## src/hw/rtl/fdp_pkg.sv

```systemverilog
// ----------------------------------------------------------------------------
// fdp_pkg
// Types and constants shared by the format-directed number printer: the
// input and result words, the command word passed from front to back, and
// the character codes.
// ----------------------------------------------------------------------------
package fdp_pkg;

	localparam int ARG_W   = 64;
	localparam int COUNT_W = 31;

	localparam logic [7:0] CH_PERCENT = 8'h25;
	localparam logic [7:0] CH_MINUS   = 8'h2D;
	localparam logic [7:0] CH_ZERO    = 8'h30;
	localparam logic [7:0] CH_LC_X    = 8'h78;
	localparam logic [7:0] CH_UC_X    = 8'h58;
	localparam logic [7:0] CH_LC_A    = 8'h61;
	localparam logic [7:0] CH_UC_A    = 8'h41;
	localparam logic [7:0] CH_LC_C    = 8'h63;
	localparam logic [7:0] CH_LC_D    = 8'h64;
	localparam logic [7:0] CH_LC_I    = 8'h69;
	localparam logic [7:0] CH_LC_U    = 8'h75;
	localparam logic [7:0] CH_LC_P    = 8'h70;

	// reciprocal of ten for 32-bit dividends, quotient is (n * RECIP10) >> 35
	localparam logic [31:0] RECIP10     = 32'hCCCC_CCCD;
	localparam int          RECIP10_SH  = 35;

	typedef struct packed {
		logic               start_of_format;
		logic [7:0]         fmt_char;
		logic [ARG_W-1:0]   arg_value;
	} item_t;

	typedef struct packed {
		logic [7:0]         out_char;
		logic               last_of_run;
		logic [COUNT_W-1:0] total_count;
	} result_t;

	typedef enum logic [2:0] {
		K_NONE,
		K_CHAR,
		K_DEC,
		K_HEX,
		K_PTR
	} kind_t;

	typedef struct packed {
		kind_t            kind;
		logic             clr;
		logic             neg;
		logic             upper;
		logic [ARG_W-1:0] value;
	} cmd_t;

	function automatic logic [7:0] hex_char(input logic [3:0] nib, input logic upper);
		logic [7:0] base;
		base = upper ? CH_UC_A : CH_LC_A;
		if (nib < 4'd10)
			hex_char = CH_ZERO + {4'b0, nib};
		else
			hex_char = base + {4'b0, nib} - 8'd10;
	endfunction

endpackage

```

## src/hw/rtl/fdp_queue.sv

```systemverilog
// ----------------------------------------------------------------------------
// fdp_queue
// Short first-in first-out queue of commands between front and back.
// ----------------------------------------------------------------------------
module fdp_queue #(
	parameter int DEPTH = 2
) (
	input  logic          clk,
	input  logic          arst_n,
	input  logic          push,
	input  fdp_pkg::cmd_t wdata,
	output logic          full,
	input  logic          pop,
	output logic          nonempty,
	output fdp_pkg::cmd_t rdata
);

	localparam int PTR_W = (DEPTH > 1) ? $clog2(DEPTH) : 1;
	localparam int CNT_W = $clog2(DEPTH + 1);
	localparam logic [PTR_W-1:0] LAST = PTR_W'(DEPTH - 1);

	fdp_pkg::cmd_t    entry_q [DEPTH];
	logic [PTR_W-1:0] wr_ptr_q;
	logic [PTR_W-1:0] rd_ptr_q;
	logic [CNT_W-1:0] cnt_q;
	logic             do_push;
	logic             do_pop;

	assign full     = (cnt_q == CNT_W'(DEPTH));
	assign nonempty = (cnt_q != '0);
	assign rdata    = entry_q[rd_ptr_q];
	assign do_push  = push && !full;
	assign do_pop   = pop && nonempty;

	always_ff @(posedge clk) begin
		if (do_push)
			entry_q[wr_ptr_q] <= wdata;
	end

	always_ff @(posedge clk or negedge arst_n) begin
		if (!arst_n) begin
			wr_ptr_q <= '0;
			rd_ptr_q <= '0;
			cnt_q    <= '0;
		end else begin
			if (do_push)
				wr_ptr_q <= (wr_ptr_q == LAST) ? '0 : wr_ptr_q + PTR_W'(1);
			if (do_pop)
				rd_ptr_q <= (rd_ptr_q == LAST) ? '0 : rd_ptr_q + PTR_W'(1);
			if (do_push && !do_pop)
				cnt_q <= cnt_q + CNT_W'(1);
			else if (do_pop && !do_push)
				cnt_q <= cnt_q - CNT_W'(1);
		end
	end

endmodule

```

## config.mk

```make
export PLATFORM = sky130hd
export DESIGN_NAME = fdp_queue
export DESIGN_NICKNAME = d
export VERILOG_FILES = /design/src/hw/rtl/fdp_pkg.sv /design/src/hw/rtl/fdp_queue.sv
export SDC_FILE = /design/constraint.sdc
export NUM_CORES = 1
export LEC_CHECK = 0
export BUFFER_PORTS_ARGS = -buffer_cell sky130_fd_sc_hd__buf_2
export CORE_MARGIN = 2
export CORE_UTILIZATION = 54
export CTS_BUF_LIST = sky130_fd_sc_hd__clkbuf_8
export DETAILED_ROUTE_END_ITERATION = 8
export GPL_TIMING_DRIVEN = 1
export PLACE_DENSITY = 0.84
export SLEW_MARGIN = 20
export SYNTH_ARGS = -nofsm -noshare
export SYNTH_HDL_FRONTEND = slang
export SYNTH_SLANG_ARGS = --single-unit
```

## constraint.sdc

```tcl
create_clock -name clk -period 5.1 [get_ports clk]
set_input_delay 1.02 -clock clk [delete_from_list [all_inputs] [get_ports clk]]
set_output_delay 1.02 -clock clk [all_outputs]
set_load 0.02 [all_outputs]
```

# Word level (Yosys, flattened, before mapping)
# Memory sizes are Yosys's and may differ from the RTL's.
# Cells that the tools add are included.
classes:
  n_shift: 0
  div: 0
  mux: 6
  add_sub_neg: 4
  mul: 0
  magnitude_cmp: 0
  reduce_logical: 9
  n_eq_ne: 1
  n_bitwise: 0
op_table:
  columns: ["operator", "count"]
  rows:
  - ["1-bit logical AND", 4]
  - ["1-bit 2-to-1 mux", 4]
  - ["2-bit 2-to-1 mux", 2]
  - ["2-bit nonzero test", 2]
  - ["1-bit logical NOT", 3]
  - ["1-bit adder (second input constant)", 2]
  - ["2-bit by 1-bit adder with 2-bit output (second input constant)", 1]
  - ["2-bit equality test (second input constant)", 1]
  - ["2-bit by 1-bit subtractor with 2-bit output (second input constant)", 1]
totals:
  latch_bits: 0
  out_inout_bits: 72
  reg_bits: 4
  romBits: 0
  elab_cells: 24
  memories: 1
  inputBits: 74
  ram_bits: 140
mem_list:
  columns: ["memory", "words", "width", "rd", "rd_clocked_by_memory_dff", "write_ports", "line", "rtl"]
  rows:
  - ["entry_q", 2, 70, 1, 0, 1, "fdp_queue.sv:22", "fdp_pkg::cmd_t entry_q [DEPTH];"]

# Longest topological paths before layout
depth:
  ltp_word: 7
  ltp_mapped: 7

# Least setup slack after synthesis
# Ideal clock, no wire load.
synth_path:
  kind: "input to register"
  startpoint: "input push"
  endpoint: "memory entry_q[0][0] in the netlist's numbering (enable)"
  n_path_buf: 0
  setup_slack_ns: 0.569
  setup_time_ns: 0.498
  arrival_time_ns: 4.032
  path_stages: 2
  path_cell_list: "nand2_1 > nor2_1"
synth_via:
  elab_chain_len: 3
synth_rtl:
  columns: ["element", "line", "rtl"]
  rows:
  - ["from (decl)", "fdp_queue.sv:10", "input logic push,"]
  - ["1-bit logical AND", "fdp_queue.sv:32", "assign do_push = push && !full;"]
  - ["1-bit 2-to-1 mux", "fdp_queue.sv:36", "if (do_push)"]
  - ["1-bit 2-to-1 mux (not written as such)", "fdp_queue.sv:37", "entry_q[wr_ptr_q] <= wdata;"]
  - ["to (decl)", "fdp_queue.sv:22", null]
# No other way between the ends.

==> results.cfg <==
[worst_setup_path]
critPathCapture = rdata[43]
rrSetupSlack_ns = 2.68
r2r_start = cnt_q[0]
worstPathArrival_ns = 2.18
required_ns = 4.08
crit_start = rd_ptr_q
crit_fanout = 28
start_kind = flip-flop
rr_worst_depth = 4
crit_type = flip-flop to output pin
reg2reg_to = entry_q[0][64]
endpoint_kind = output pin

[clocking]
cts_buffer_depth = 2
cts_root_buf = clkbuf_8
cts_tree = built
cts_hold_buf = 0
cts_max_level = 4
clk_pin_slew_ns = 0.07
postCtsResizedCells = 0
numCtsBuffers = 17
cts_setup_buffers = 0
clk_latency_ns = 0.43
clock_sinks = 144

[global_route]
grt_pass1_vias = 2733
grt-ovfl-total = 0
antenna_found_initial = 0
grt_pass1_wl_um = 13600
met3_usage = 0.0600
met1_usage = 0.195
grt_usage = 0.166
grt_max_degree = 71
busiest_layer = met2
grt_use_met2 = 0.276

[timing]
slew_headroom = 0.357
fin_tns_setup_ns = 0
hold_viol = 0
worst_hold_slack_ns = 0.381
worst_slack_ns = 1.90
setup_violations = 0
rsz0062_at_grt = false
drv_slew = 0
worst_slew_pin_slew_ns = 0.964
period_needed_ns = 3.20
fin_skew_ns = 0.00966
finalCritPeriodShare = 0.628
max_freq_mhz = 312

[placed_design]
pre_cts_slack_ns = 2.13
numPortBuffers = 145
gp_congestion = 0.671
dp.final_hpwl_um = 6010
placedCellCount = 513

[drt]
drtIter0Drc = 106
wl_per_cell_um = 16.4
vias = 2654
route.detailed.drc = 0
drt-pass1-iter-count = 5
routed_via_density = 4.88
finalWirelength_um = 8940
detail-route-antenna-nets = 0

[power]
ir_drop_mv = 0.510
p_per_area_mw_per_mm2 = 617
leakagePower_uw = 0.00281

[hold_path]
worstHoldPathType = input port to asynchronous set/reset pin

[synth]
synth-edff-count = 140
yosys_most_used_dff = edfxtp_1
yosysSeqAreaShare = 0.768
synth_top_area_cell = edfxtp_1
yosys_register_bits = 144
synth_common_cells = edfxtp_1, mux2_4, buf_12, dfrtp_1, xnor2_1
syn-instance-count = 237
syn_area_mm2 = 0.00560
synth.distinct_cells = 16
yosys_warnings = 0
netlist_top_cells_area = edfxtp_1, mux2_4, buf_12
synthArstFlopShare = 0.0278
syn_area_per_cell_um2 = 23.6
synth_top_area_share = 0.750
syn-num-nets = 312
yosysMostFrequentCell = edfxtp_1

[die]
coreArea_mm2 = 0.0102
die_h_um = 106
die_x_um = 106
die_area_mm2 = 0.0112
fp-row-count = 37
io_pins = 146
start_util = 0.550

[final_layout]
stdcell_count = 544
diodes = 0
nets = 471
fin_util = 0.674
drive_gt1_frac = 0.615
syn_to_final_growth_pct = 22.5

[run]
maxCapViolCount = 0

[status]
outcome = finished clean
[layout by cell type, fill, tap and decap left out]
cell type | netlist | routed
mux2_4 | 69 | 69
nand2b_1 | 1 | 1
nor2_4 | 0 | 1
ha_1 | 1 | 1
clkinv_2 | 0 | 3
buf_2 | 0 | 145
xor2_1 | 2 | 2
and3_4 | 0 | 1
buf_4 | 0 | 3
dfrtp_4 | 0 | 1
nor2_1 | 2 | 1
edfxtp_1 | 140 | 140
clkinv_4 | 0 | 1
clkbuf_8 | 0 | 17
xnor2_1 | 3 | 3
dfrtp_1 | 4 | 3
nand2_2 | 1 | 1
mux2_2 | 1 | 1
inv_1 | 2 | 3
bufinv_16 | 0 | 7
nand2_1 | 1 | 1
clkinv_1 | 0 | 2
or2_2 | 1 | 1
[per-stage QoR]
stage	power, uW	cell area (um2)
after floorplan	2940	5600
after global placement	3180	6390
after detailed placement	3230	6390
after CTS	4290	6870
after global routing	4420	6870
final	4230	6870
[power breakdown]
group	internal, uW	switching, uW	total (uW)
Combinational	648	782	1430
Clock	671	390	1060
Sequential	1620	119	1740
Total	2940	1290	4230
[sequential cells by signal, summed over array words and instances (netlist names)]
signal and cells:
wr_ptr_q 1, entry_q 140, cnt_q 2, rd_ptr_q 1
[critical path: stages (launching register included)]
cell,delay [ns]
dfrtp_4,0.69
buf_4,0.52
mux2_4,0.34
buf_2,0.17
[worst min-delay path by stage]
stage                  start  cells after the start  slack (ns)        to
finish                arst_n                      1        0.38  cnt_q[1]
global route          arst_n                      1        0.35  cnt_q[0]
CTS                   arst_n                      1        0.35  cnt_q[1]
detailed placement  cnt_q[1]                      1        0.49  cnt_q[1]
global placement    cnt_q[1]                      1        0.47  cnt_q[1]
floorplan           cnt_q[1]                      1        0.46  cnt_q[1]
[cells by family after synthesis]
family,share of synthesized area
xor gates and xnor gates,0.00782
adders and majority gates,0.00223
buffers and inverters,0.0284
DFF,0.768
muxes,0.187
and+or+nand+nor,0.00648
[cell type report]
class                      instances  area, um2
fill                             718       3320
timing repair buffer             148        748
tap                              136        170
sequential                       144       4310
clock buffer                      17        234
clock inverter                    14        245
multi-input combinational         83       1150
inverter                           2       7.51
[metal layers]
layer,routed length [um],vias to the layer above
li1,-,1245
met1,3630,1283
met2,4500,111
met3,654,15
met4,163,0
met5,0,-
Note: power is estimated with default switching activity, not from simulation.
