[config.mk]
export PLATFORM = sky130hd
export DESIGN_NAME = fdp_front
export DESIGN_NICKNAME = d
export VERILOG_FILES = /design/src/hw/rtl/fdp_pkg.sv /design/src/hw/rtl/fdp_front.sv
export SDC_FILE = /design/constraint.sdc
export NUM_CORES = 1
export LEC_CHECK = 0
export CAP_MARGIN = 20
export CELL_PAD_IN_SITES_DETAIL_PLACEMENT = 1
export CELL_PAD_IN_SITES_GLOBAL_PLACEMENT = 1
export CORE_AREA = 3 3 79 81
export CTS_BUF_LIST = sky130_fd_sc_hd__clkbuf_8
export DETAILED_ROUTE_END_ITERATION = 10
export DIE_AREA = 0 0 82 84
export DONT_BUFFER_PORTS = 1
export GPL_ROUTABILITY_DRIVEN = 0
export GPL_TIMING_DRIVEN = 0
export PLACE_DENSITY = 0.68
export SYNTH_ARGS = -nofsm -noshare
export SYNTH_HDL_FRONTEND = slang
export SYNTH_SLANG_ARGS = --single-unit
[constraint.sdc]
create_clock -name clk -period 9.2 [get_ports clk]
set_input_delay 1.84 -clock clk [delete_from_list [all_inputs] [get_ports clk]]
set_output_delay 1.84 -clock clk [all_outputs]
set_load 0.05 [all_outputs]
[src/hw/rtl/fdp_pkg.sv]
// ----------------------------------------------------------------------------
// fdp_pkg
// Types and constants shared by the format-directed number printer: the
// input and result words, the command word passed from front to back, and
// the character codes.
// ----------------------------------------------------------------------------
package fdp_pkg;

	localparam int ARG_W   = 64;
	localparam int COUNT_W = 31;

	localparam logic [7:0] CH_PERCENT = 8'h25;
	localparam logic [7:0] CH_MINUS   = 8'h2D;
	localparam logic [7:0] CH_ZERO    = 8'h30;
	localparam logic [7:0] CH_LC_X    = 8'h78;
	localparam logic [7:0] CH_UC_X    = 8'h58;
	localparam logic [7:0] CH_LC_A    = 8'h61;
	localparam logic [7:0] CH_UC_A    = 8'h41;
	localparam logic [7:0] CH_LC_C    = 8'h63;
	localparam logic [7:0] CH_LC_D    = 8'h64;
	localparam logic [7:0] CH_LC_I    = 8'h69;
	localparam logic [7:0] CH_LC_U    = 8'h75;
	localparam logic [7:0] CH_LC_P    = 8'h70;

	// reciprocal of ten for 32-bit dividends, quotient is (n * RECIP10) >> 35
	localparam logic [31:0] RECIP10     = 32'hCCCC_CCCD;
	localparam int          RECIP10_SH  = 35;

	typedef struct packed {
		logic               start_of_format;
		logic [7:0]         fmt_char;
		logic [ARG_W-1:0]   arg_value;
	} item_t;

	typedef struct packed {
		logic [7:0]         out_char;
		logic               last_of_run;
		logic [COUNT_W-1:0] total_count;
	} result_t;

	typedef enum logic [2:0] {
		K_NONE,
		K_CHAR,
		K_DEC,
		K_HEX,
		K_PTR
	} kind_t;

	typedef struct packed {
		kind_t            kind;
		logic             clr;
		logic             neg;
		logic             upper;
		logic [ARG_W-1:0] value;
	} cmd_t;

	function automatic logic [7:0] hex_char(input logic [3:0] nib, input logic upper);
		logic [7:0] base;
		base = upper ? CH_UC_A : CH_LC_A;
		if (nib < 4'd10)
			hex_char = CH_ZERO + {4'b0, nib};
		else
			hex_char = base + {4'b0, nib} - 8'd10;
	endfunction

endpackage

[src/hw/rtl/fdp_front.sv]
// ----------------------------------------------------------------------------
// fdp_front
// Accepts format words, tracks the pending conversion flag and turns each
// word into one command for the back end.
// ----------------------------------------------------------------------------
module fdp_front #(
	parameter int POINTER_BITS = 64
) (
	input  logic           clk,
	input  logic           arst_n,
	input  logic           item_valid,
	output logic           item_stall,
	input  fdp_pkg::item_t item,
	input  logic           q_full,
	output logic           push,
	output fdp_pkg::cmd_t  cmd
);

	localparam logic [fdp_pkg::ARG_W-1:0] PTR_MASK =
		{fdp_pkg::ARG_W{1'b1}} >> (fdp_pkg::ARG_W - POINTER_BITS);

	logic        pending_q;
	logic        pend;
	logic        pending_nxt;
	logic [31:0] low32;
	logic [31:0] mag;

	assign item_stall = q_full;
	assign push       = item_valid && !q_full;
	assign pend       = item.start_of_format ? 1'b0 : pending_q;
	assign low32      = item.arg_value[31:0];
	assign mag        = low32[31] ? (~low32 + 32'd1) : low32;

	always_comb begin
		cmd         = '0;
		cmd.kind    = fdp_pkg::K_NONE;
		cmd.clr     = item.start_of_format;
		pending_nxt = 1'b0;
		if (pend) begin
			case (item.fmt_char)
				fdp_pkg::CH_LC_C: begin
					cmd.kind  = fdp_pkg::K_CHAR;
					cmd.value = {56'b0, item.arg_value[7:0]};
				end
				fdp_pkg::CH_LC_D, fdp_pkg::CH_LC_I: begin
					cmd.kind  = fdp_pkg::K_DEC;
					cmd.neg   = low32[31];
					cmd.value = {32'b0, mag};
				end
				fdp_pkg::CH_LC_U: begin
					cmd.kind  = fdp_pkg::K_DEC;
					cmd.value = {32'b0, low32};
				end
				fdp_pkg::CH_LC_X: begin
					cmd.kind  = fdp_pkg::K_HEX;
					cmd.value = {32'b0, low32};
				end
				fdp_pkg::CH_UC_X: begin
					cmd.kind  = fdp_pkg::K_HEX;
					cmd.upper = 1'b1;
					cmd.value = {32'b0, low32};
				end
				fdp_pkg::CH_LC_P: begin
					cmd.kind  = fdp_pkg::K_PTR;
					cmd.value = item.arg_value & PTR_MASK;
				end
				fdp_pkg::CH_PERCENT: begin
					cmd.kind  = fdp_pkg::K_CHAR;
					cmd.value = {56'b0, fdp_pkg::CH_PERCENT};
				end
				default: begin
					cmd.kind = fdp_pkg::K_NONE;
				end
			endcase
		end else if (item.fmt_char == fdp_pkg::CH_PERCENT) begin
			pending_nxt = 1'b1;
		end else begin
			cmd.kind  = fdp_pkg::K_CHAR;
			cmd.value = {56'b0, item.fmt_char};
		end
	end

	always_ff @(posedge clk or negedge arst_n) begin
		if (!arst_n) begin
			pending_q <= 1'b0;
		end else if (push) begin
			pending_q <= pending_nxt;
		end
	end

endmodule

Word-level counts from Yosys, hierarchy flattened
Index checks and enable logic that the tools add are counted.
W data, S select, Z words.
- add/subtract/negate cells: 1
- eq/ne operators: 8
- muxes and demuxes: 13
- bitwise logic cells: 1
- reductions and logical operators: 7
- operators with widths (cell ; number):
    $pmux W64 S5 ; 1
    $mux W64 ; 1
    $eq A8 B7 Y1 const B ; 7
    $add A32 B1 Y32 const B ; 1
    $mux W32 ; 1
    $not A32 Y32 ; 1
    $pmux W3 S4 ; 1
    $eq A8 B6 Y1 const B ; 1
    $mux W8 ; 1
    $mux W1 ; 6
    $reduce_or A2 Y1 ; 3
    $reduce_or A3 Y1 ; 2
    $mux W3 ; 1
    $mux W2 ; 1
    $logic_and A1 B1 Y1 ; 1
    $logic_not A1 Y1 ; 1
- register bits after elaboration: 1
- input bits: 77
- output and inout bits: 72
- logic and storage cells: 31

Logic depth before layout (Yosys ltp)
Gate-level depths: netlist of the first run.
- word-level depth: 5
- mapped depth: 8
- depth with buffers taken out: 7

Worst setup path after synthesis of the first run
OpenSTA, ideal clock, no wires.
- kind: input port to output port
- start: input port item[65] in the netlist's numbering
- end: output port cmd[16] in the netlist's numbering
- data arrival time: 5.642 ns
- path slack: 1.718 ns
- cell stages on the path: 7
- buffers on the path: 2
- path through: clkbuf_1 > nor4bb_1 > nand3_1 > a311oi_1 > nor2_1 > clkbuf_1 > a211oi_1
- RTL lines (element ; RTL line ; text):
    start: declaration ; fdp_front.sv:13 ; input fdp_pkg::item_t item,
    end: declaration ; fdp_front.sv:16 ; output fdp_pkg::cmd_t cmd

==> results of run 1 <==
-- final cells by class --
type	count	area share [%]
multi-input cells	272	83.3
repair buffers	9	3.04
inverters	7	1.25
well taps	72	4.29
flip-flops and latches	1	1.19
plain buffers	24	6.90
-- synth_stat cells (all sizes together), types with 2 or more instances --
cell type	instances	area share, %
a31oi	13	4.2
and3b	4	1.8
buf	6	2.2
o21ai	25	6.5
nand2	24	4.7
mux2i	4	2.1
inv	7	1.4
o41ai	7	4.1
o21a	3	1.2
nor4	7	2.3
a21boi	2	0.78
or3	20	6.5
xnor2	2	0.91
a22oi	4	1.6
nor2b	7	2.3
nand3b	3	1.2
o211ai	2	0.78
nor4bb	2	1.0
nand3	18	4.7
o31ai	5	1.9
nor3b	6	2.6
a2111oi	2	1.2
a21oi	14	3.8
and3	2	0.65
nor2	13	2.5
clkbuf	17	4.9
nand4	3	0.97
and2	40	13
nand2b	6	1.9
or4	6	2.7
nor3	8	2.3
a221oi	2	0.91
-- power breakdown --
part           internal, µW  leakage, µW  switching, µW  total, µW
combinational          14.0     0.000627           27.4       41.5
sequential             4.50    0.0000140         0.0104       4.51
clock                     0            0              0          0
-- cells by family (layout without fill, tap and decap cells) --
logic type,after synthesis,in the layout,share of synthesized area (%)
DFF,1,1,1.30
muxes,4,4,2.07
and+or+nand+nor,172,172,52.4
adders and majority gates,1,1,0.648
buffers and inverters,31,40,8.88
AOI/OAI and AO/OA,93,93,33.8
xor gates and xnor gates,2,2,0.907
-- per-layer routing --
metal | share of wire, % | GRT usage (%) | up-vias
met5 | 0 | 0 | -
met4 | 0.18 | 0.453 | 0
met3 | 5.2 | 2.27 | 2
met2 | 48 | 35.6 | 82
met1 | 47 | 31.5 | 1216
li1 | - | - | 1176
-- cells in the final DEF (no fill, tap or decap), types with 4 or more instances in the layout --
cell type,instances
and2_1,39
nand2_1,24
or3_1,20
o21ai_0,19
nand3_1,18
clkbuf_1,14
a21oi_1,13
nor2_1,13
a31oi_1,13
buf_4,11
nor2b_1,7
inv_1,7
nor3_1,7
nand2b_1,6
o21ai_1,6
nor4_1,6
o41ai_1,6
nor3b_1,5
o31ai_1,5
and3b_1,4
or4_1,4
mux2i_1,4
a22oi_1,4
-- worst paths after layout --
path	end	slack, ns	depth (start not counted)	start
setup / recovery	cmd[5]	2.47	9	item[65]
hold / removal	pending_q	0.54	2	pending_q
setup reg to reg	pending_q	7.88	4	pending_q
hold reg to reg	pending_q	0.54	2	pending_q
max in group asynchronous	pending_q	7.59	0	arst_n
min in group asynchronous	pending_q	1.54	0	arst_n
-- worst max-delay path, cell delays in order --
cell and delay [ns]:
clkbuf_1 0.20, nor4bb_1 0.62, nand3_1 0.19, a311oi_2 0.29
buf_4 0.25, buf_1 0.11, nor2_1 0.09, clkbuf_1 0.28
a22oi_1 1.00
-- through the flow --
step	area, µm²	instances	total power (µW)	hold WS [ns]
final	2100	385	46.0	0.544
after global routing	2100	385	49.4	0.572
after CTS	2100	385	45.9	0.547
after detailed placement	2100	385	45.7	0.546
after global placement	2020	376	44.5	0.533
after floorplan	1930	304	39.4	0.518
==> run summary, run 1 <==
### Finish
• 393 — nets
• 10.2% — share of final-layout standard cells stronger than drive strength 1
• pending_q (1) — registers with the highest flip-flop counts
• 8.88% — synth-to-layout area growth
• 37.9% — final core occ
• pending_q — Most flops, register
• 0 — # diodes
• 1 — number of flip-flops in the largest register
• 1750 µm² — multi-input combinational cell area
• 25.0 µm² — sequential standard cell area
• 751 — number of filler cells placed in the layout

### Floorplanning
• 27 — site row count
• 5540 µm² — area of the core region
• 34.8% — starting utilization of the core area
• 149 — number of top-level pins
• 84 µm — height of the chip
• 6890 µm² — area of the die
• 82 µm — Chip Width

### STA
• 0 — Final Max Slew Viols
• 20.9% — Worst slew margin
• 0 — final hold vios
• no — setup repair after global routing missed its margin
• 0 ns — total negative setup slack
• 73.1% — Period Utilization, post-route
• 0 ns — Clock Skews
• 2.47 ns — Final WS setup
• 6.73 ns — minimum clock period
• 0 — setup violators final
• 149 MHz — fmax
• 1.18 ns — slew at the pin closest to its max-slew limit

### Detailed routing
• 100 — DRT iter0 DRCs
• 0 — Residual DRC
• 20.7 µm — routed length per placed instance
• 4 — First-pass DRT Iterations
• 0 — post-route antenna net violation count
• 7.98 mm — detailed-route wire length
• 2,476 — vias after detailed routing
• 6.43 — number of vias per cell

### Clocking
• 0 ns — clk slew on worst S/H paths
• 0 — count of hold buffers inserted by post-cts repair
• 0 — number of gates given a new drive strength after cts
• 0 ns — clock latency on the worst-skew pair
• 0 — post-CTS setup repair buffer count

### Pwr
• 9.18 µV — Worst IR Drop VDD
• 21.9 nW/µm² — total power divided by cell area
• 0.000641 µW — leakage power total

### Global routing
• 21.6% — total routing resource utilization after global routing
• 12.3 mm — global-route wire length before repair
• 0 — overflow left after global routing
• 2,308 — via count of the first global-routing pass
• 0 — antenna violations before repair
• 11 — largest net degree at the start of global routing

### Synthesis
• 0 — number of enable-type register cells in the synthesized netlist
• 0 — number of warnings reported in the yosys synthesis log
• 1.30% — fraction of the yosys area taken by sequential cells
• 6.35 µm² — Syn Area/Cell
• dfrtp_1 — Most used DFF post-synth
• 382 — net count after synthesis
• 1930 µm² — area of the mapped netlist
• 1 — total of flip-flops plus latches after synthesis
• 304 — number of standard cells after synthesis
• 100% — async set-reset flop share out of synthesis
• 63 — number of distinct library cells after synthesis

### Critical path
• 4.89 ns — critical path arrival
• 7.36 ns — required time at the worst-slack endpoint
• 10 — worst-path fanout max
• input pin — critical path launch point type
• in2out — kind of critical path
• output port — capturing element type of the critical path

### Placement
• 2.49 ns — pre-CTS setup slack
• 0 — Port-buffer cells
• 6.53 mm — sum of net half-perimeters after detailed placement

### Worst hold path
• reg2reg — Hold Crit Class

### Run
• 0 — Max-cap violations

### Status
• finished, final reports clean — run status

No activity file was read; power rests on OpenSTA's default activity.
==> run 2: changes to the inputs <==
Settings changed: ABC_AREA set to 1, CORE_AREA 3 3 79 81 to 3 3 83 85, DIE_AREA 0 0 82 84 to 0 0 86 88, PLACE_DENSITY 0.68 to 0.73.
Clock period 9.2 ns to 6.85 ns, I/O delays scaled along.
==> run 2 against run 1 <==
- critical path depth rose by 1
- combinational power rose by 69%
- die area rose by 9.9%
- global-route usage rose by 1.1 points
- wire length rose by 13%
- hold slack got worse by 0.012 ns
- final cell count rose by 42%
- clock skew did not move
- flip-flop and latch count did not move
- area after synthesis rose by 12%
- register-to-register slack got worse by 2.6 ns
- total power rose by 66%
- critical endpoint is now cmd[24]
- largest power group unchanged
==> run summary, run 2 <==
### Global routing
• 0 — overflow left after global routing
• 11 — largest net degree at the start of global routing
• 2,891 — via count of the first global-routing pass
• 0 — antenna violations before repair
• 22.7% — total routing resource utilization after global routing
• 14.1 mm — global-route wire length before repair

### Critical path
• in2out — kind of critical path
• pending_q — RR Startpoint
• 3.43 ns — critical path arrival
• simple AND/OR/NAND/NOR gates — category of cells accounting for the largest share of critical-path delay
• 10 — count of cell instances traversed by the critical path
• a21oi_1 — CP max-delay cell
• output port — capturing element type of the critical path
• 6 — cells on worst reg2reg path
• pending_q — worst reg2reg path endpoint
• 5.48 ns — required time at the worst-slack endpoint
• 1 — buffering stage count on the worst path with inverters included
• input pin — critical path launch point type
• inv_1 > ha_1 > nand3_1 > nor2_1 > nand2_1 > nand2_2 > nand3_1 > nand2_1 > nand3_1 > a21oi_1 — list of cells traversed by the critical path
• nand3_1 — most common cell type on the critical path
• 6 — worst-path fanout max
• item[1] — worst setup path start
• 0.81 ns — Crit path largest cell delay
• 5.23 ns — setup slack of the worst register-to-register path

### Synthesis
• 4.61 µm² — Syn Area/Cell
• 21.7% — Yosys top cell area share
• nand2_1 22%, nor2_1 15%, inv_1 14%, nand3_1 9.7%, o21ai_0 7.2% — main area contributors after synthesis
• 546 — net count after synthesis
• 1 — total of flip-flops plus latches after synthesis
• 100% — async set-reset flop share out of synthesis
• 1.16% — fraction of the yosys area taken by sequential cells
• 0 — number of enable-type register cells in the synthesized netlist
• 125 x nand2_1, 88 x nor2_1, 80 x inv_1 — commonest cells in the synthesized netlist
• nand2_1 — largest area contributor in the synthesized netlist
• 468 — number of standard cells after synthesis
• 0 — number of warnings reported in the yosys synthesis log
• 32 — number of distinct library cells after synthesis
• 2160 µm² — area of the mapped netlist
• dfrtp_1 — Most used DFF post-synth
• nand2_1 — most common cell in the synthesized netlist

### Floorplanning
• 6280 µm² — area of the core region
• 29 — site row count
• 7570 µm² — area of the die
• 86 µm — Chip Width
• 149 — number of top-level pins
• 34.4% — starting utilization of the core area
• 88 µm — height of the chip

### Detailed routing
• 4 — First-pass DRT Iterations
• 129 — DRT iter0 DRCs
• 5.35 — number of vias per cell
• 0 — Residual DRC
• 0 — post-route antenna net violation count
• 16.5 µm — routed length per placed instance
• 2,915 — vias after detailed routing
• 9.00 mm — detailed-route wire length

### STA
• 0 — setup violators final
• 0 ns — Clock Skews
• 70.1% — Period Utilization, post-route
• 0 — Final Max Slew Viols
• 4.80 ns — minimum clock period
• 0.532 ns — Hold Worst Slack
• 0 — final hold vios
• 0 ns — total negative setup slack
• 26.8% — Worst slew margin
• no — setup repair after global routing missed its margin
• 208 MHz — fmax
• 1.10 ns — slew at the pin closest to its max-slew limit

### Finish
• nand2_1 — most frequent standard cell in the layout excluding fill and tap cells
• 4.70% — synth-to-layout area growth
• 1 — number of flip-flops in the largest register
• pending_q — Most flops, register
• 548 — nets
• 125 x nand2_1, 88 x nor2_1, 80 x inv_1 — commonest cells after routing, fill and taps aside
• 12.2% — share of final-layout standard cells stronger than drive strength 1
• 0 — # diodes
• pending_q (1) — registers with the highest flip-flop counts

### Worst hold path
• 2 — cell depth of the worst hold path
• pending_q — start point of the worst hold path
• pending_q — Worst Hold End
• reg2reg — Hold Crit Class

### Run
• 0 — Max-cap violations

### Pwr
• 0.00113 µW — leakage power total
• 51.3 µW — power dissipated by switching net loads
• 92.1% — part of the power in combinational logic
• 25.0 µW — internal power
• 7.9% — Reg power frac
• 76.3 µW — PnR Total Power
• 0% — proportion of power drawn by the clock network
• 36.5 µV — Worst IR Drop VDD
• 67.2% — switching power as a share of total power
• 33.8 nW/µm² — total power divided by cell area

### Status
• finished, final reports clean — run status

### Placement
• 7.71 mm — sum of net half-perimeters after detailed placement
• 0 — Port-buffer cells

### Clocking
• 0 — number of gates given a new drive strength after cts
• 0 — count of hold buffers inserted by post-cts repair
• 0 — post-CTS setup repair buffer count
• 0 ns — clk slew on worst S/H paths
• 0 ns — clock latency on the worst-skew pair

-- run 2: cell count changes after synthesis, moves of 7 or more --
cell      change
nand2_1     +101
nor2_1       +75
inv_1        +73
and2_1       -38
nand3_1      +24
or3_1        -20
nand2_2      +17
a31oi_1      -13
a21oi_2       +9
clkbuf_1      -8
nor2b_1       -7
nor4_1        -7
-- run 2: per-layer routing --
metal | track usage (%) | part of all wire, % | up-vias
li1 | - | - | 1440
met2 | 44.8 | 52 | 114
met5 | 0 | 0 | -
met1 | 26.3 | 40 | 1350
met4 | 3.02 | 1.4 | 0
met3 | 3.01 | 6.6 | 11
-- run 2: worst max-delay path by stage --
stage	endpoint	slack, ns
2_1_floorplan	cmd[24]	2.36
3_3_place_gp	cmd[64]	2.07
3_5_place_dp	cmd[24]	2.05
4_1_cts	cmd[24]	2.05
5_1_grt	cmd[24]	1.87
6_report	cmd[24]	2.05
-- run 2: worst register-to-register path: cells and delay by family (launching register included) --
kind,cells,cell delay (ns)
AO/OA/AOI/OAI,1,0.08
flip-flops,1,0.30
AND/OR/NAND/NOR,2,0.43
buffers and inverters,3,0.65
-- run 2: kinds of logic (layout without fill, tap and decap cells) --
logic type               count (synthesis)  count (layout)  share of synthesized area [%]
AND/OR/NAND/NOR                        296             296                           59.2
XOR/XNOR                                 2               2                          0.812
adder cells (fa/ha/maj)                  1               1                          0.580
AO/OA/AOI/OAI                           65              65                           18.4
flip-flops                               1               1                           1.16
buffers and inverters                  103             103                           19.9
-- run 2: cell type report --
type / instances / area [µm²]
fill: 950 / 4020
buffer: 16 / 100
tap: 77 / 96.3
multi-input combinational: 364 / 1710
sequential: 1 / 25.0
inverter: 87 / 329
-- run 2: power groups by stage --
stage | Clock, µW | Sequential (µW) | Combinational (µW)
3_5_place_dp | 0 | 6.05 | 69.9
5_1_grt | 0 | 6.06 | 78.6
3_3_place_gp | 0 | 6.05 | 66.9
2_1_floorplan | 0 | 6.05 | 57.7
6_report | 0 | 6.05 | 70.2
4_1_cts | 0 | 6.05 | 70.2
-- run 2: stage by stage --
| step | cell area [µm²] | worst slack (ns) | cells | util [%] |
|---|---|---|---|---|
| after floorplan | 2160 | 2.36 | 468 | - |
| after global placement | 2250 | 2.07 | 545 | 35.9 |
| after detailed placement | 2260 | 2.05 | 545 | 36.0 |
| after CTS | 2260 | 2.05 | 545 | 36.0 |
| after global routing | 2260 | 1.87 | 545 | 36.0 |
| final | 2260 | 2.05 | 545 | 36.0 |
